`src/rtl/cad_pkg.sv`:
```
// ----------------------------------------------------------------------------
// cad_pkg : shared types and constants of the capacitive angle decoder
// Region codes, register indexes, fixed field widths and width helpers.
// ----------------------------------------------------------------------------
package cad_pkg;

	// default parameter values
	localparam int CHANNEL_BITS_DEF = 16;
	localparam int COEF_BITS_DEF    = 20;

	// fixed field widths
	localparam int ANGLE_W   = 20;
	localparam int REGION_W  = 3;
	localparam int OFFSET_W  = 17;
	localparam int EDGE_W    = 18;
	localparam int BIAS_W    = 20;
	localparam int CFG_IDX_W = 3;

	// fixed point constants
	localparam int ROUND_SHIFT     = 6;      // Q.12 degrees to 1/64 degree
	localparam int PROD_LIMIT_LOG2 = 60;     // products clamp at +-2^60
	localparam int FULL_TURN       = 23040;  // 360 degrees in 1/64 units
	localparam int ANGLE_MAX       = 524287;
	localparam int ANGLE_MIN       = -524288;

	// result region
	typedef enum logic [REGION_W-1:0] {
		RGN_WIN_POS = 3'd0,
		RGN_WIN_NEG = 3'd1,
		RGN_BELOW   = 3'd2,
		RGN_ABOVE   = 3'd3,
		RGN_NONE    = 3'd4
	} region_t;

	// configuration register indexes
	typedef enum logic [CFG_IDX_W-1:0] {
		CFG_CURVE_MODE  = 3'd0,
		CFG_ROUGH_OFS   = 3'd1,
		CFG_EDGE_BOUNDS = 3'd2,
		CFG_OUT_BIAS    = 3'd3,
		CFG_SET_ONE     = 3'd4,
		CFG_SET_TWO     = 3'd5,
		CFG_SET_THREE   = 3'd6,
		CFG_SET_FOUR    = 3'd7
	} cfg_idx_t;

	// width of the fine difference B - C
	function automatic int diff_width(input int cb);
		diff_width = cb + 1;
	endfunction

	// width of the curve argument: the rough difference D - A - offset
	function automatic int x_width(input int cb);
		x_width = ((cb + 1 > OFFSET_W) ? cb + 1 : OFFSET_W) + 1;
	endfunction

	// configuration data width
	function automatic int cfg_width(input int cw);
		cfg_width = (3 * cw > 2 * EDGE_W) ? 3 * cw : 2 * EDGE_W;
	endfunction

	localparam int QUEUE_DEPTH = 2;

endpackage

```
`src/rtl/cad_front.sv`:
```
// ----------------------------------------------------------------------------
// cad_front : input stage of the capacitive angle decoder
// Forms the fine and rough differences, classifies the item against the edge
// window and holds it in one register until the queue takes it.
// ----------------------------------------------------------------------------
module cad_front #(
	parameter int CHANNEL_BITS = cad_pkg::CHANNEL_BITS_DEF
) (
	input  logic                                      clk,
	input  logic                                      arst_n,
	input  logic                                      start,
	output logic                                      busy,
	input  logic signed [CHANNEL_BITS-1:0]            channel_a,
	input  logic signed [CHANNEL_BITS-1:0]            channel_b,
	input  logic signed [CHANNEL_BITS-1:0]            channel_c,
	input  logic signed [CHANNEL_BITS-1:0]            channel_d,
	input  logic                                      curve_mode,
	input  logic signed [cad_pkg::OFFSET_W-1:0]       rough_offset,
	input  logic [2*cad_pkg::EDGE_W-1:0]              edge_bounds,
	input  logic                                      q_full,
	output logic                                      push,
	output cad_pkg::region_t                          region_out,
	output logic signed [cad_pkg::x_width(CHANNEL_BITS)-1:0] x_out
);

	localparam int DIFF_W = cad_pkg::diff_width(CHANNEL_BITS);
	localparam int XW     = cad_pkg::x_width(CHANNEL_BITS);
	localparam int E_W    = (DIFF_W > cad_pkg::EDGE_W) ? DIFF_W : cad_pkg::EDGE_W;

	logic signed [DIFF_W-1:0] cfine;
	logic signed [XW-1:0]     crough;
	logic signed [E_W-1:0]    cf_e;
	logic signed [E_W-1:0]    lo_e;
	logic signed [E_W-1:0]    hi_e;
	logic                     in_win;
	logic                     below;
	logic                     above;
	cad_pkg::region_t         region_c;
	logic signed [XW-1:0]     x_c;
	logic                     accept;
	logic                     advance;

	logic                     valid_s1;
	cad_pkg::region_t         region_s1;
	logic signed [XW-1:0]     x_s1;

	// form the channel differences
	assign cfine  = DIFF_W'(channel_b) - DIFF_W'(channel_c);
	assign crough = XW'(channel_d) - XW'(channel_a) - XW'(rough_offset);

	// compare the fine difference against both edges at a common width
	assign cf_e = E_W'(cfine);
	assign lo_e = E_W'($signed(edge_bounds[cad_pkg::EDGE_W-1:0]));
	assign hi_e = E_W'($signed(edge_bounds[2*cad_pkg::EDGE_W-1:cad_pkg::EDGE_W]));

	assign in_win = (cf_e > lo_e) && (cf_e < hi_e);
	assign below  = curve_mode ? (cf_e <= lo_e) : (cf_e < lo_e);
	assign above  = curve_mode ? (cf_e >= hi_e) : (cf_e > hi_e);

	// classify: window tests first, then below, then above
	always_comb begin
		region_c = cad_pkg::RGN_NONE;
		x_c      = crough;
		if (in_win) begin
			x_c = XW'(cfine);
			if (crough > XW'(0)) begin
				region_c = cad_pkg::RGN_WIN_POS;
			end else if (crough < XW'(0)) begin
				region_c = cad_pkg::RGN_WIN_NEG;
			end
		end else if (below) begin
			region_c = cad_pkg::RGN_BELOW;
		end else if (above) begin
			region_c = cad_pkg::RGN_ABOVE;
		end
	end

	// hold the stage while the queue is full
	assign busy    = valid_s1 && q_full;
	assign advance = !busy;
	assign accept  = start && !busy;
	assign push    = valid_s1 && !q_full;

	always_ff @(posedge clk or negedge arst_n) begin
		if (!arst_n) begin
			valid_s1 <= 1'b0;
		end else if (advance) begin
			valid_s1 <= accept;
		end
	end

	always_ff @(posedge clk) begin
		if (accept) begin
			region_s1 <= region_c;
			x_s1      <= x_c;
		end
	end

	assign region_out = region_s1;
	assign x_out      = x_s1;

endmodule

```
`config.mk`:
```
export PLATFORM = sky130hd
export DESIGN_NAME = cad_front
export DESIGN_NICKNAME = d
export VERILOG_FILES = /design/src/rtl/cad_pkg.sv /design/src/rtl/cad_front.sv
export SDC_FILE = /design/constraint.sdc
export NUM_CORES = 1
export LEC_CHECK = 0
export BUFFER_PORTS_ARGS = -buffer_cell sky130_fd_sc_hd__buf_2
export CAP_MARGIN = 40
export CORE_UTILIZATION = 35
export CTS_CLUSTER_SIZE = 14
export DETAILED_ROUTE_END_ITERATION = 6
export HOLD_SLACK_MARGIN = 0.08
export SLEW_MARGIN = 25
export SYNTH_ARGS = -nofsm -noshare
export SYNTH_HDL_FRONTEND = slang
export SYNTH_SLANG_ARGS = --single-unit
```
`constraint.sdc`:
```
create_clock -name clk -period 2.35 [get_ports clk]
set_clock_uncertainty 0.05 [all_clocks]
set_input_delay 0.3525 -clock clk [delete_from_list [all_inputs] [get_ports clk]]
set_output_delay 0.3525 -clock clk [all_outputs]
set_load 0.03 [all_outputs]
```
# After elaboration in Yosys (flattened, before gate mapping)
# Index checks and enable logic that the tools add are counted.
dict set report op_classes {
  addsub 3
  n_lt_le_gt_ge 8
  muxes 8
  reduce_logical 6
}
# op n
set op_table {}
lappend op_table {{> comparator 17 x 18 -> 1 bit} 2}
lappend op_table {{< comparator 17 x 18 -> 1 bit} 2}
lappend op_table {{subtractor 16 x 16 -> 17 bit} 2}
lappend op_table {{greater-or-equal comparator 17 x 18 -> 1 bit} 1}
lappend op_table {{> comparator 18 x 1 -> 1 bit (second input constant)} 1}
lappend op_table {{less-or-equal comparator 17 x 18 -> 1 bit} 1}
lappend op_table {{< comparator 18 x 1 -> 1 bit (second input constant)} 1}
lappend op_table {{two-way mux 18 bit} 1}
lappend op_table {{subtractor 17 x 17 -> 18 bit} 1}
lappend op_table {{two-way mux 3 bit} 5}
lappend op_table {{logical AND 1 bit} 4}
lappend op_table {{zero test 1 bit} 2}
lappend op_table {{two-way mux 1 bit} 2}
dict set report word_totals {
  regBits 22
  out_inout_bits 23
  word_cells 28
}

# Longest topological paths before layout
dict set report logic_depth {
  depth_word 6
  depth_mapped 22
  ltp_nobuf 20
}

# Worst setup path after synthesis
# No wires, ideal clock.
dict set report synth_path {
  path_kind {in2reg}
  startpoint {in channel_b[0]}
  endpoint {reg x_s1[13], in the netlist x_out[13] (data pin)}
  setup_ps 260
  arrival_ps 3848
  required_ps 2040
  setup_slack_ps -1808
  stages 20
  cell_sequence {inv_1 -> ha_1 -> fa_1 -> nor2b_1 -> o31a_2 -> o211ai_2 -> a21oi_2 -> o31a_1 -> o41ai_1 -> a22oi_1 -> inv_1 -> ha_1 -> nand4_1 -> nor3_1 -> a21oi_1 -> nand2_1 -> mux2_2 -> nor2_2 -> buf_4 -> mux2_2}
}
dict set report synth_via {
  elab_chain_cells 4
  word_cells_on_any_way 5
  cone_classes {add/sub (1); order compare (2); mux (1); reduce/logical (1)}
}
# element line_no
set synth_lines {}
lappend synth_lines {{from (decl)} cad_front.sv:14} ;# input logic signed [CHANNEL_BITS-1:0] channel_b,
lappend synth_lines {{subtractor 16 x 16 -> 17 bit (*)} cad_front.sv:48} ;# assign cfine = DIFF_W'(channel_b) - DIFF_W'(channel_c);
lappend synth_lines {{> comparator 17 x 18 -> 1 bit / < comparator 17 x 18 -> 1 bit (equally long branches)} cad_front.sv:56} ;# assign in_win = (cf_e > lo_e) && (cf_e < hi_e);
lappend synth_lines {{logical AND 1 bit} cad_front.sv:56}
lappend synth_lines {{two-way mux 18 bit (*)} cad_front.sv:64} ;# if (in_win) begin
lappend synth_lines {{via x_c[13]} cad_front.sv:39} ;# logic signed [XW-1:0] x_c;
lappend synth_lines {{to (signal assigned)} cad_front.sv:95} ;# x_s1 <= x_c;
lappend synth_lines {{to (decl)} cad_front.sv:45} ;# logic signed [XW-1:0] x_s1;
# Mark *: on every way through the listed nets, which the timed path passes. The rest lies on a longest branch.
# A chain may end at the register's enable or synchronous reset.

# Final worst setup path
dict set report layout_path {
  startpoint {in channel_b[1]}
  endpoint {reg x_s1[4], in the netlist x_out[4] (data pin)}
}
# Same word-level chain as after synthesis.

==> impl_metrics.yaml <==
outcome:
  outcome: "complete, but fails checks"
  violations: "setup timing"
routing:
  via_count: 4563
  first_iter_violations: 172
  ant_nets: 0
  drc: 0
  wl_per_cell_um: 12.72
  dr.pass1.iters: 4
  wirelength_mm: 11.82
  avgViaCountPerCell: 4.912
place:
  dp.cells: 910
  gp_congestion: 0.8983
  post_dp_cell_area_mm2: 0.006041
  portBuffers: 144
  pre_cts_ws_ns: -2.163
  dp_hpwl_mm: 10.11
worst_setup_path:
  rr_startpoint: "valid_s1"
  crit_path_max_incr_delay_ns: 0.32
  slowest_stage: "o31a_2"
  crit_path_start: "channel_b[1]"
  worstReg2RegEnd: "x_out[5]"
  reg2reg_depth: 3
  critPathKind: "in2reg"
  r2r_slack_ns: 1.03
  start_kind: "input pin"
  critical_path.endpoint: "x_out[4]"
  critPathRequiredTime_ns: 2.38
  cp_max_fo: 6
  arrival_ns: 4.12
  path_cells: "buf_2 > ha_1 > nor2b_1 > o31a_2 > nor4_4 > o311ai_4 > and3_1 > o21ai_1 > a31oi_2 > ha_1 > and2_1 > a221o_1 > a211oi_2 > o21ai_2 > o21ai_4 > nor2_4 > buf_6 > buf_4 > o31ai_4"
  worstSetupEndpointType: "register"
  cp_common_cell: "ha_1"
global_route:
  grt_pass1_wl_mm: 19.91
  antenna_found_initial: 0
  grt_max_degree: 22
  grt_pass1_vias: 4579
  grt_usage_pct: 19.28
  grt-ovfl-total: 0
pwr:
  power.leakage_nw: 3.395
  total_power_mw: 3.782
  vdd_drop_max_mv: 0.5053
  power_density_mw_per_mm2: 586.2
timing:
  rsz0062_at_grt: "yes"
  period_minus_slack_ns: 4.091
  relSlewSlack_pct: 63.98
  timing_max_transition_violations_final: 0
  fin_crit_sh_pct: 174.1
  max_freq_mhz: 244.4
  setup-tns-final_ns: -35.31
  fin_hold_ws_ns: 0.2540
  tightest_slew_ns: 0.5267
  fin_ws_ns: -1.741
  setup_viol: 21
  final-hold-violation-count: 0
cts:
  tritoncts: "done"
  clock-sinks: 22
  clkLatencyLatePin_ns: 0.25
  root_buffer: "clkbuf_16"
  h-tree-depth: 1
  cts_buffers: 3
  clockBufferDepth: 2
  path_clk_slew_ns: 0.05
synth:
  ys_types: 66
  synth_seq_cells: 22
  syn_nets: 710
  yosysWarnings: 0
  async_reset_ff_share_pct: 4.545
  yosysSeqAreaShare_pct: 15.85
  synthTopCellsByCount: "inv_1, ha_1, a21oi_1, nand2_1, nor2_1"
  synth.avg_cell_area_um2: 8.256
  syn-instance-count: 501
  synth_top_area_share_pct: 20.87
  synth_area_mm2: 0.004136
  ys.flop_type: "edfxtp_1"
  synth_edf_count: 21
  synthTopCellsByArea: "ha_1, edfxtp_1, inv_1"
  synth_largest_area_cell: "ha_1"
  yosysMostFrequentCell: "inv_1"
job:
  maxCapViolations: 0
cells_and_area:
  finalNonFillerCells: 929
  area_growth_pct: 55.99
  drive_above_1_share_pct: 44.78
  final_area_mm2: 0.006452
  n_antenna_cell: 0
  fin_nets: 996
  fin_util_pct: 56.27
hold_path:
  hp-start: "start"
  min_path_type: "in2reg"
  hold_depth: 2
floorplanning:
  pin_count: 145
  core-area_mm2: 0.01147
  num_rows: 39
  die_w_um: 110.7
  die_h_um: 110.7
  start_util_pct: 36.07
  dieArea_mm2: 0.01226
==> per-layer routing <==
metal / vias up / part of all wire (%) / global-route usage (%)
li1: 2350 / - / -
met1: 2105 / 45 / 24.76
met2: 96 / 50 / 34.58
met3: 12 / 3.6 / 2.515
met4: 0 / 1.5 / 3.644
met5: - / 0 / 0
==> what timing repair did <==
item                                    CTS  global route
buffers inserted                         10             4
hold endpoints to repair                  1             0
pin swaps                                12             7
gates resized for setup                  23            18
hold buffers                              1             0
endpoints found under the setup margin   21            21
==> cells in the final DEF, fill, tap and decap left out, types with 9 or more instances in the layout <==
master and count:
o21ai_0 21, buf_4 137, nand2_1 28, nor3_1 11, edfxtp_1 21, a21oi_1 28
xnor2_1 11, nand4_1 11, ha_1 63, buf_2 143, nand3_1 9, nor2_1 26
fa_1 17, inv_1 97
==> registers in the layout (all words and copies together) (netlist names) <==
signal      count
region_out      3
valid_s1        1
x_out          18
==> worst max-delay path, delay by kind of cell <==
family | cells | cell delay [ns]
compound gates | 9 | 1.88
fa+ha+maj | 2 | 0.59
buf+inv | 3 | 0.40
simple gates | 5 | 0.88
==> cell type report <==
cell class	count	area (um^2)
timing repair buffer	287	1848
inverter	102	395.4
fill	1064	5015
multi-input combinational	371	3296
clock buffer	4	78.83
sequential	22	655.6
tap	143	178.9
==> how the worst min path moves through the flow <==
stage / end / slack, ns
finish: valid_s1 / 0.25
global placement: valid_s1 / 0.08
global route: valid_s1 / 0.26
detailed placement: valid_s1 / 0.08
CTS: valid_s1 / 0.25
floorplan: valid_s1 / 0.007
==> where the power goes <==
group | switching [mW] | internal (mW) | total [mW]
Sequential | 0.0323 | 0.571 | 0.604
Combinational | 1.38 | 1.43 | 2.82
Clock | 0.130 | 0.231 | 0.361
==> cell families (layout without fill, tap and decap cells) <==
family	after synthesis	count (layout)	synth area share, %
AOI/OAI and AO/OA	130	130	21.93
xor gates and xnor gates	19	19	4.023
adders and majority gates	87	87	29.58
buffers and inverters	108	393	10.37
DFF	22	22	15.85
muxes	10	10	2.632
and+or+nand+nor	125	125	15.61
No activity file was read; power rests on OpenSTA's default activity.
