`config.mk`:
```
export PLATFORM = sky130hd
export DESIGN_NAME = cad_queue
export DESIGN_NICKNAME = d
export VERILOG_FILES = /design/src/rtl/cad_pkg.sv /design/src/rtl/cad_queue.sv
export SDC_FILE = /design/constraint.sdc
export NUM_CORES = 1
export LEC_CHECK = 0
export BUFFER_PORTS_ARGS = -buffer_cell sky130_fd_sc_hd__buf_2
export CAP_MARGIN = 20
export CORE_MARGIN = 2
export CORE_UTILIZATION = 32
export DETAILED_ROUTE_END_ITERATION = 16
export REMOVE_ABC_BUFFERS = 1
export SYNTH_ARGS = -nofsm -noshare
export SYNTH_HDL_FRONTEND = slang
export SYNTH_SLANG_ARGS = --single-unit
```
`constraint.sdc`:
```
create_clock -name clk -period 2.55 [get_ports clk]
set_clock_uncertainty 0.15 [all_clocks]
set_input_delay 0.765 -clock clk [delete_from_list [all_inputs] [get_ports clk]]
set_output_delay 0.765 -clock clk [all_outputs]
set_load 0.03 [all_outputs]
```
`src/rtl/cad_pkg.sv`:
```
// ----------------------------------------------------------------------------
// cad_pkg : shared types and constants of the capacitive angle decoder
// Region codes, register indexes, fixed field widths and width helpers.
// ----------------------------------------------------------------------------
package cad_pkg;

	// default parameter values
	localparam int CHANNEL_BITS_DEF = 16;
	localparam int COEF_BITS_DEF    = 20;

	// fixed field widths
	localparam int ANGLE_W   = 20;
	localparam int REGION_W  = 3;
	localparam int OFFSET_W  = 17;
	localparam int EDGE_W    = 18;
	localparam int BIAS_W    = 20;
	localparam int CFG_IDX_W = 3;

	// fixed point constants
	localparam int ROUND_SHIFT     = 6;      // Q.12 degrees to 1/64 degree
	localparam int PROD_LIMIT_LOG2 = 60;     // products clamp at +-2^60
	localparam int FULL_TURN       = 23040;  // 360 degrees in 1/64 units
	localparam int ANGLE_MAX       = 524287;
	localparam int ANGLE_MIN       = -524288;

	// result region
	typedef enum logic [REGION_W-1:0] {
		RGN_WIN_POS = 3'd0,
		RGN_WIN_NEG = 3'd1,
		RGN_BELOW   = 3'd2,
		RGN_ABOVE   = 3'd3,
		RGN_NONE    = 3'd4
	} region_t;

	// configuration register indexes
	typedef enum logic [CFG_IDX_W-1:0] {
		CFG_CURVE_MODE  = 3'd0,
		CFG_ROUGH_OFS   = 3'd1,
		CFG_EDGE_BOUNDS = 3'd2,
		CFG_OUT_BIAS    = 3'd3,
		CFG_SET_ONE     = 3'd4,
		CFG_SET_TWO     = 3'd5,
		CFG_SET_THREE   = 3'd6,
		CFG_SET_FOUR    = 3'd7
	} cfg_idx_t;

	// width of the fine difference B - C
	function automatic int diff_width(input int cb);
		diff_width = cb + 1;
	endfunction

	// width of the curve argument: the rough difference D - A - offset
	function automatic int x_width(input int cb);
		x_width = ((cb + 1 > OFFSET_W) ? cb + 1 : OFFSET_W) + 1;
	endfunction

	// configuration data width
	function automatic int cfg_width(input int cw);
		cfg_width = (3 * cw > 2 * EDGE_W) ? 3 * cw : 2 * EDGE_W;
	endfunction

	localparam int QUEUE_DEPTH = 2;

endpackage

```
`src/rtl/cad_queue.sv`:
```
// ----------------------------------------------------------------------------
// cad_queue : short queue between the front and back parts
// Two-entry first-in first-out buffer of classified items.
// ----------------------------------------------------------------------------
module cad_queue #(
	parameter int WIDTH = 24
) (
	input  logic             clk,
	input  logic             arst_n,
	input  logic             push,
	input  logic [WIDTH-1:0] push_data,
	output logic             full,
	input  logic             pop,
	output logic             head_valid,
	output logic [WIDTH-1:0] head_data
);

	localparam int DEPTH = cad_pkg::QUEUE_DEPTH;
	localparam int PTR_W = $clog2(DEPTH);
	localparam int CNT_W = $clog2(DEPTH + 1);

	logic [WIDTH-1:0] mem_q [DEPTH];
	logic [PTR_W-1:0] wr_ptr_q;
	logic [PTR_W-1:0] rd_ptr_q;
	logic [CNT_W-1:0] count_q;
	logic             do_push;
	logic             do_pop;

	assign full       = (count_q == CNT_W'(DEPTH));
	assign head_valid = (count_q != CNT_W'(0));
	assign head_data  = mem_q[rd_ptr_q];
	assign do_push    = push && !full;
	assign do_pop     = pop && head_valid;

	// advance pointers and fill count
	always_ff @(posedge clk or negedge arst_n) begin
		if (!arst_n) begin
			wr_ptr_q <= '0;
			rd_ptr_q <= '0;
			count_q  <= '0;
		end else begin
			if (do_push) begin
				wr_ptr_q <= wr_ptr_q + PTR_W'(1);
			end
			if (do_pop) begin
				rd_ptr_q <= rd_ptr_q + PTR_W'(1);
			end
			case ({do_push, do_pop})
				2'b10:   count_q <= count_q + CNT_W'(1);
				2'b01:   count_q <= count_q - CNT_W'(1);
				default: count_q <= count_q;
			endcase
		end
	end

	// store the entry
	always_ff @(posedge clk) begin
		if (do_push) begin
			mem_q[wr_ptr_q] <= push_data;
		end
	end

endmodule

```
# After elaboration in Yosys (flattened, before gate mapping)
# Memories as Yosys holds them, arrays and structs flattened.
# Cells that the tools add are included.
# Widths: inputs -> output; s select.
# op_classes
n_addsub	4
n_eq_ne	3
mux	3
n_reduce_logical	5
# op_table
cell	n
$eq 2x2->1 const B	2
$pmux 2 s2	1
$reduce_bool 2->1	2
$add 1x1->1 const B	2
$add 2x1->2 const B	1
$eq 2x1->1 const B	1
$logic_and 1x1->1	2
$mux 1	2
$sub 2x1->2 const B	1
$logic_not 1->1	1
# totals
reg_bits	4
ramBits	48
inputBits	28
out_inout_bits	26
word_cells	19
mem_count	1
# memory_table
name	words	width	rd	rd_ports_with_merged_regs	wr	line_no	text
mem_q	2	24	1	0	1	cad_queue.sv:22	logic [WIDTH-1:0] mem_q [DEPTH];

# Depth between registers and ports, before layout
# Gate-level depths: netlist of run 1.
# logic_depth
word_depth	5
depth_mapped	6
mapped_depth_nobuf	6

# Worst setup path before layout of run 1
# OpenSTA, ideal clock, no wires.
# synth_path
path_kind	input to register
start	input push
end	memory mem_q[0][0] (enable)
setup_ps	405
arrival_ps	1883
required_time_ps	1995
path_slack_ps	113
path_stages	2
n_path_buf	0
path_cell_list	nand2_1 > nor2_1
# synth_between
elab_chain_cells	3
# synth_rtl
item	line_no	text
from (decl)	cad_queue.sv:10	input logic push,
$logic_and 1x1->1	cad_queue.sv:32	assign do_push = push && !full;
$mux 1	cad_queue.sv:58	if (do_push) begin
$mux 1 (implied by the code)	cad_queue.sv:59	mem_q[wr_ptr_q] <= push_data;
to (decl)	cad_queue.sv:22	
# No other way between the ends.

# Worst setup path in the final report of run 1
# layout_path
start	register rd_ptr_q
end	output head_data[9]
# layout_between
elab_chain_cells	1
# layout_rtl
item	line_no	text
from (decl)	cad_queue.sv:24	logic [PTR_W-1:0] rd_ptr_q;
from (signal assigned)	cad_queue.sv:46	rd_ptr_q <= rd_ptr_q + PTR_W'(1);
$mem_v2 2x24	--	
to (decl)	cad_queue.sv:15	output logic [WIDTH-1:0] head_data
# No other way between the ends.

==> results of run 1 <==
==> synthesized netlist by cell type <==
library cell	number	area, um^2
edfxtp_1	48	1441
mux2_2	24	270.3
dfrtp_1	4	100.1
buf_6	3	33.78
xnor2_1	3	26.28
nor2_1	2	7.510
xor2_1	2	17.52
and2_4	1	8.760
and3_1	1	6.260
ha_1	1	12.51
inv_1	1	3.750
nand2_1	1	3.750
nand2b_1	1	6.260
or2_1	1	6.260
==> metal layers <==
metal / wire length [um] / up-vias
met3: 213 / 9
met1: 1267 / 492
met5: 0 / -
li1: - / 470
met2: 1640 / 41
met4: 88 / 0
==> stage by stage <==
stage          total power, mW  setup WS [ns]
3_5_place_dp             2.412         0.4330
5_1_grt                  3.060        0.04067
4_1_cts                  2.952        0.09238
6_report                 2.902         0.1312
3_3_place_gp             2.375         0.4461
2_1_floorplan            2.077         0.1125
==> cells by family after synthesis <==
kind of cell               after synthesis
DFF                                     52
and+or+nand+nor                          7
buffers and inverters                    4
xor gates and xnor gates                 5
muxes                                   24
adders and majority gates                1
==> power by group <==
part | total [mW] | internal [mW] | switching (mW) | leakage, nW
sequential | 1.23 | 1.17 | 0.0611 | 0.493
combinational | 1.14 | 0.405 | 0.733 | 0.370
clock | 0.531 | 0.290 | 0.241 | 0.0558
total | 2.90 | 1.87 | 1.03 | 0.919
==> worst paths after layout <==
path                                               end  cells after the start  slack (ns)
worst max-delay path                      head_data[9]                      3        0.13
worst min-delay path              rd_ptr_q$_DFFE_PN0P_                      1        0.11
worst max register to register  count_q[1]$_DFFE_PN0P_                      5        0.86
worst min register to register  count_q[1]$_DFFE_PN0P_                      1        0.37
max in group asynchronous       count_q[1]$_DFFE_PN0P_                      1        2.03
min in group clk                count_q[1]$_DFFE_PN0P_                      1        0.37
==> registers in the layout, summed over array words and instances (netlist names) <==
| signal | cells |
|---|---|
| count_q | 2 |
| mem_q | 48 |
| wr_ptr_q | 1 |
| rd_ptr_q | 1 |
==> area by class of cell <==
type | instances | area, um^2 | area share
sequential | 52 | 1541 | 0.6407
multi-input combinational | 37 | 367.9 | 0.1529
timing repair buffer | 56 | 287.8 | 0.1196
tap | 75 | 93.84 | 0.03900
clock buffer | 5 | 68.82 | 0.02860
clock inverter | 3 | 42.54 | 0.01768
inverter | 1 | 3.754 | 0.001560
==> impl_metrics.toml, run 1 <==
[status]
outcome = "finished, final reports clean"

[timing]
rsz0062_at_grt = "false"
fin_crit_sh = 0.9486
setup-violations-final = 0
worst_pin_slew_ns = 0.3447
maxSlewHeadroom = 0.7702
period_minus_slack_ns = 2.419
final.setup.tns_ns = 0
drv_slew = 0
max_freq_mhz = 413.4
holdWs_ns = 0.1087
hold_viol = 0

[cts]
cts-resized-gates = 0
cts.reportedPaths.clkPinSlew_ns = 0.08
cts_setup_buffers = 0
postCtsHoldBufs = 0
cts_tree = "built"
clock-sinks = 52
clk_path_buf_depth = 2
cts_buffers = 5
htree_levels = 2
clk_latency_ns = 0.29
cts_root_buffer = "clkbuf_8"

[floorplanning]
design.portCount = 54
design.die.area_um2 = 6716
coreArea_um2 = 5886
die_x_um = 81.95
fp-row-count = 28
dieHeight_um = 81.95
start_util = 0.3304

[grt]
grt_start_max_net_pins = 26
overflow = 0
use_met2 = 0.1715
grt_use_met3 = 0.03187
use_met1 = 0.1000
antenna_found_initial = 0
grt.total_usage = 0.09741
grt_most_used_layer = "met2"
grt_pass1_wl_um = 4698
grt_pass1_vias = 1048

[critical_path]
slowest_delay_ns = 0.37
path_max_fanout = 25
start_kind = "flop"
r2r-start = "count_q[0]$_DFFE_PN0P_"
crit_path_start = "rd_ptr_q$_DFFE_PN0P_"
cp.required_ns = 1.64
cp_cell_sequence = "buf_4, mux2_2, buf_2"
critical_path.top_delay_family = "buffers and inverters"
worst_setup_path_end_kind = "output port"
path_class = "reg -> out"
cpMaxStageDelayCell = "mux2_2"
critPathBufInv = 2
crit_arrival_ns = 1.50

[synth]
synth-compound-area-share = 0
yosysUniqueCellTypes = 14
yosys.area_share.simple = 0.01995
synth-xor-area-share = 0.02252
yosysWarnings = 0
syn_area_per_cell_um2 = 20.91
synth_cells = 93
synth_mux_area_frac = 0.1390
syn-cell-area_um2 = 1944
ys_ff_latch = 52
synth-adder-area-share = 0.006435
ys_seq_area_frac = 0.7928
synth_top_family_by_area = "multiplexers"

[final_layout]
utilization = 0.4088
fillers = 552
final_cells = 229
nets = 182
final_cell_mix = "buf_2 (53), edfxtp_1 (48), mux2_2 (24), clkbuf_8 (5), dfrtp_1 (4)"
finalInstanceArea_um2 = 2406
layout-drive-gt1-share = 0.5779
n_antenna_cell = 0
area_growth_pct = 23.75
final_common_cell = "buf_2"

[route]
vias = 1012
drt-pass1-iter-count = 3
route.detailed.drc = 0
avgViaCountPerCell = 4.419
drt_iter0_drc = 41
wl_um = 3209
antenna_left = 0
wl_per_cell_um = 14.01

[placed_design]
placed_cell_area_um2 = 2295
gp_congestion = 0.6773
io_buffers = 53
dp.cells = 221

[power]
power.leakage_nw = 0.9187
p_per_area_nw_per_um2 = 1206
ir_drop_mv = 0.3853

[worst_hold_path]
hp-class = "in -> async"

[job]
drv_cap = 0
Power figures use the tool's default switching activity.
==> inputs of run 2 (changes only) <==
- CORE_MARGIN: 2 -> 10
==> run 2 against run 1 <==
Effect of this change:
- clock-buffer cell count rose by 1
- largest cell class unchanged
- cell area rose by 0.52%
- non-clock buffer count rose by 2
- combinational power rose by 4%
- critical path depth did not move
- global-route usage fell by 2.2 points
- die area rose by 43%
- routed wire length rose by 13%
- sequential share of layout area fell by 0.33 points
==> impl_metrics.toml, run 2 (synthesis gave the netlist of run 1 again) <==
[cts]
cts.reportedPaths.clkPinSlew_ns = 0.08
cts_root_buffer = "clkbuf_8"
cts_setup_buffers = 0
clock-sinks = 52
cts_buffers = 5
clk_latency_ns = 0.29
clk_path_buf_depth = 2
postCtsHoldBufs = 0
cts-resized-gates = 0
htree_levels = 2
cts_tree = "built"

[placed_design]
io_buffers = 53
dp_hpwl_um = 2788
dp.cells = 223
gp_congestion = 0.7178

[job]
drv_cap = 0

[worst_hold_path]
hp-class = "in -> async"

[critical_path]
path_class = "reg -> out"
r2r_cells = 5
r2r-start = "count_q[0]$_DFFE_PN0P_"
cp.required_ns = 1.64
start_kind = "flop"
reg2reg_to = "count_q[1]$_DFFE_PN0P_"
r2r_slack_ns = 0.85
cpMaxStageDelayCell = "dfrtp_1"
crit_arrival_ns = 1.54
crit_path_start = "rd_ptr_q$_DFFE_PN0P_"
cp_cell_sequence = "buf_4, mux2_2, buf_2"
worst_setup_path_end_kind = "output port"
slowest_delay_ns = 0.52
path_max_fanout = 6

[grt]
grt_start_max_net_pins = 21
grt_pass1_vias = 1185
grt.total_usage = 0.07530
overflow = 0
grt_pass1_wl_um = 5733
antenna_found_initial = 0

[floorplanning]
start_util = 0.3284
die_x_um = 97.95
design.portCount = 54
fp-row-count = 28
coreArea_um2 = 5921
design.die.area_um2 = 9594
dieHeight_um = 97.95

[route]
avgViaCountPerCell = 4.281
drt_iter0_drc = 45
drt-pass1-iter-count = 4
route.detailed.drc = 0
antenna_left = 0
wl_um = 3636
wl_per_cell_um = 15.74
vias = 989

[final_layout]
largest_reg_flops = 48
final_cells = 231
area_growth_pct = 24.39
largestRegisters = "mem_q (48), count_q (2)"
top_register = "mem_q"
n_antenna_cell = 0
utilization = 0.4085
layout-drive-gt1-share = 0.5769
final_cell_mix = "buf_2 (53), edfxtp_1 (48), mux2_2 (24), clkbuf_8 (5), dfrtp_1 (4)"
fillers = 544
final_common_cell = "buf_2"
nets = 184

[power]
p_total_mw = 2.878
ir_drop_mv = 0.5604
power.leakage_nw = 0.9198
p_per_area_nw_per_um2 = 1190

[timing]
holdWs_ns = 0.1152
setup-violations-final = 0
max_freq_mhz = 407.7
hold_viol = 0
period_minus_slack_ns = 2.453
fin_crit_sh = 0.9619
rsz0062_at_grt = "false"
worst_pin_slew_ns = 0.2987
final.setup.tns_ns = 0
maxSlewHeadroom = 0.8008
drv_slew = 0

[status]
outcome = "finished, final reports clean"
-- run 2: cell types whose count changed in the layout (fill, tap and decap cells not counted), sizes merged --
cell	delta
buf	+2
bufinv	-1
clkbuf	+1
clkinv	-1
clkinvlp	+1
-- run 2: per-layer routing --
metal / part of all wire / vias up / track usage / wire length (um)
met4: 0.0058 / 0 / 0.01678 / 21
li1: - / 473 / - / -
met5: 0 / - / 0 / 0
met1: 0.36 / 474 / 0.07284 / 1309
met3: 0.095 / 4 / 0.04440 / 347
met2: 0.54 / 38 / 0.1345 / 1958
-- run 2: worst max-delay path, delay by kind of cell, from the launching register on --
kind                   cells  cell delay (ns)
DFF                        1             0.52
buffers and inverters      2             0.39
muxes                      1             0.34
-- run 2: through the flow --
stage	instance area, um^2	worst slack (ns)
floorplan	1911	0.1125
CTS	2419	0.05773
global placement	2335	0.4403
detailed placement	2335	0.4038
finish	2419	0.09726
global route	2419	0.007134
-- run 2: final cells by class --
| cell class | instances | area, um^2 | area share |
|---|---|---|---|
| Clock buffer | 6 | 72.57 | 0.03001 |
| Clock inverter | 2 | 11.26 | 0.004656 |
| Inverter | 1 | 3.754 | 0.001552 |
| Multi-Input combinational cell | 37 | 367.9 | 0.1521 |
| Sequential cell | 52 | 1541 | 0.6374 |
| Tap cell | 75 | 93.84 | 0.03880 |
| Timing Repair Buffer | 58 | 327.8 | 0.1355 |
-- run 2: worst max-delay path by stage --
stage                                  to  slack, ns  cells past startpoint
finish                       head_data[3]        0.1                      3
floorplan           mem_q[0][0]$_DFFE_PP_       0.11                      2
global placement             head_data[5]       0.44                      3
detailed placement           head_data[3]       0.40                      3
global route                head_data[18]      0.007                      3
CTS                          head_data[3]       0.06                      3
-- run 2: power breakdown --
part	switching [mW]	internal (mW)
clock network	0.239	0.190
registers	0.0834	1.17
logic	0.738	0.456
total	1.06	1.82
==> inputs of run 3 (changes only) <==
- REMOVE_ABC_BUFFERS: 1 -> default
==> run 3 against run 2 <==
Effect of this change:
- via count is 1.3% higher
- global-route usage increased by 0.26 points
- sequential power about the same
- routed wire length is 2.9% higher
- power is 9.4% higher
- first-iteration DRC count rose by 69%
- utilization is 0.97 points higher
- clock power is 72% higher
==> impl_metrics.toml, run 3 (synthesis gave the netlist of run 1 again) <==
[final_layout]
area_growth_pct = 27.35
finalInstanceArea_um2 = 2476
final_common_cell = "buf_2"
largest_reg_flops = 48
final_cell_mix = "buf_2 (53), edfxtp_1 (48), mux2_2 (24), buf_4 (6), clkbuf_8 (5)"
top_register = "mem_q"
fillers = 533
layout-drive-gt1-share = 0.5924
nets = 185
largestRegisters = "mem_q (48), count_q (2)"
n_antenna_cell = 0

[timing]
worst_pin_slew_ns = 0.2031
max_freq_mhz = 422.7
worst_slack_ns = 0.1843
rsz0062_at_grt = "false"
hold_viol = 0
period_minus_slack_ns = 2.366
fin_crit_sh = 0.9277
final.setup.tns_ns = 0
setup-violations-final = 0
holdWs_ns = 0.1097
drv_slew = 0
maxSlewHeadroom = 0.8646

[placed_design]
io_buffers = 53
pre_cts_ws_ns = 0.5111
gp_congestion = 0.7726
dp_hpwl_um = 2850
placed_cell_area_um2 = 2317

[floorplanning]
design.die.area_um2 = 9594
design.portCount = 54
fp-row-count = 28
dieHeight_um = 97.95
start_util = 0.3284
die_x_um = 97.95
coreArea_um2 = 5921

[grt]
grt_pass1_vias = 1191
grt_pass1_wl_um = 5920
overflow = 0
grt.total_usage = 0.07789
grt_start_max_net_pins = 17
antenna_found_initial = 0

[critical_path]
r2r-start = "count_q[0]$_DFFE_PN0P_"
slowest_delay_ns = 0.37
cp.required_ns = 1.64
path_max_fanout = 15
cp_cell_sequence = "buf_4, mux2_2, buf_2"
start_kind = "flop"
crit_arrival_ns = 1.45
r2r_cells = 5
r2r_slack_ns = 0.88
worst_setup_path_end_kind = "output port"
reg2reg_to = "count_q[1]$_DFFE_PN0P_"
path_class = "reg -> out"
cpMaxStageDelayCell = "mux2_2"

[route]
drt_iter0_drc = 76
drt-pass1-iter-count = 3
antenna_left = 0
route.detailed.drc = 0
vias = 1002
avgViaCountPerCell = 4.319
wl_um = 3741
wl_per_cell_um = 16.13

[power]
power_frac_comb = 0.373
p_total_mw = 3.148
ir_drop_mv = 0.4409
p_switching_mw = 1.057
internal-power_mw = 2.091
seq_power_share = 0.392
power.leakage_nw = 0.9565
sw_frac_of_total = 0.3357
p_clk_frac = 0.235
p_per_area_nw_per_um2 = 1271

[cts]
clk_path_buf_depth = 2
cts.reportedPaths.clkPinSlew_ns = 0.08
cts_root_buffer = "clkbuf_8"
clock-sinks = 52
htree_levels = 2
cts_buffers = 5
cts_setup_buffers = 0
cts-resized-gates = 0
postCtsHoldBufs = 0
cts_tree = "built"
clk_latency_ns = 0.29

[job]
drv_cap = 0

[worst_hold_path]
hp-class = "in -> async"

[synth]
synthesis.nets = 122

[status]
outcome = "finished, final reports clean"
-- run 3: area by class of cell --
| class | count | area (um^2) | area share |
|---|---|---|---|
| Tap cell | 75 | 93.84 | 0.03790 |
| Clock buffer | 5 | 68.82 | 0.02779 |
| Timing Repair Buffer | 59 | 310.3 | 0.1253 |
| Sequential cell | 52 | 1541 | 0.6225 |
| Inverter | 1 | 3.754 | 0.001516 |
| Multi-Input combinational cell | 37 | 367.9 | 0.1486 |
| Clock inverter | 3 | 90.09 | 0.03638 |
-- run 3: worst max-delay path: cells and delay by family (launching register included) --
family | cells | cell delay [ns]
buffers and inverters | 2 | 0.42
muxes | 1 | 0.37
DFF | 1 | 0.36
-- run 3: power groups by stage --
stage	clock [mW]	combinational [mW]	sequential, mW
2_1_floorplan	0	0.894	1.24
3_3_place_gp	0	1.18	1.24
3_5_place_dp	0	1.20	1.25
4_1_cts	0.764	1.21	1.24
5_1_grt	0.798	1.27	1.25
6_report	0.739	1.18	1.23
-- run 3: layer usage --
layer  part of all wire  global-route usage  vias up
met1               0.38             0.07526      489
li1                   -                   -      475
met4             0.0040             0.02349        0
met5                  0                   0        -
met3              0.098             0.04440        2
met2               0.51              0.1376       36
-- run 3: per-stage QoR --
stage | util | cells
finish | 0.4182 | 232
global route | 0.4182 | 232
CTS | 0.4182 | 232
detailed placement | 0.3914 | 224
global placement | 0.3914 | 224
floorplan | - | 93
-- run 3: worst max path at each step --
stage	start	endpoint	slack [ns]	cells after the start
after floorplan	push	mem_q[0][0]$_DFFE_PP_	0.11	2
after global placement	rd_ptr_q$_DFFE_PN0P_	head_data[10]	0.54	3
after detailed placement	rd_ptr_q$_DFFE_PN0P_	head_data[10]	0.51	3
after CTS	rd_ptr_q$_DFFE_PN0P_	head_data[10]	0.15	3
after global routing	rd_ptr_q$_DFFE_PN0P_	head_data[10]	0.09	3
final	rd_ptr_q$_DFFE_PN0P_	head_data[10]	0.18	3
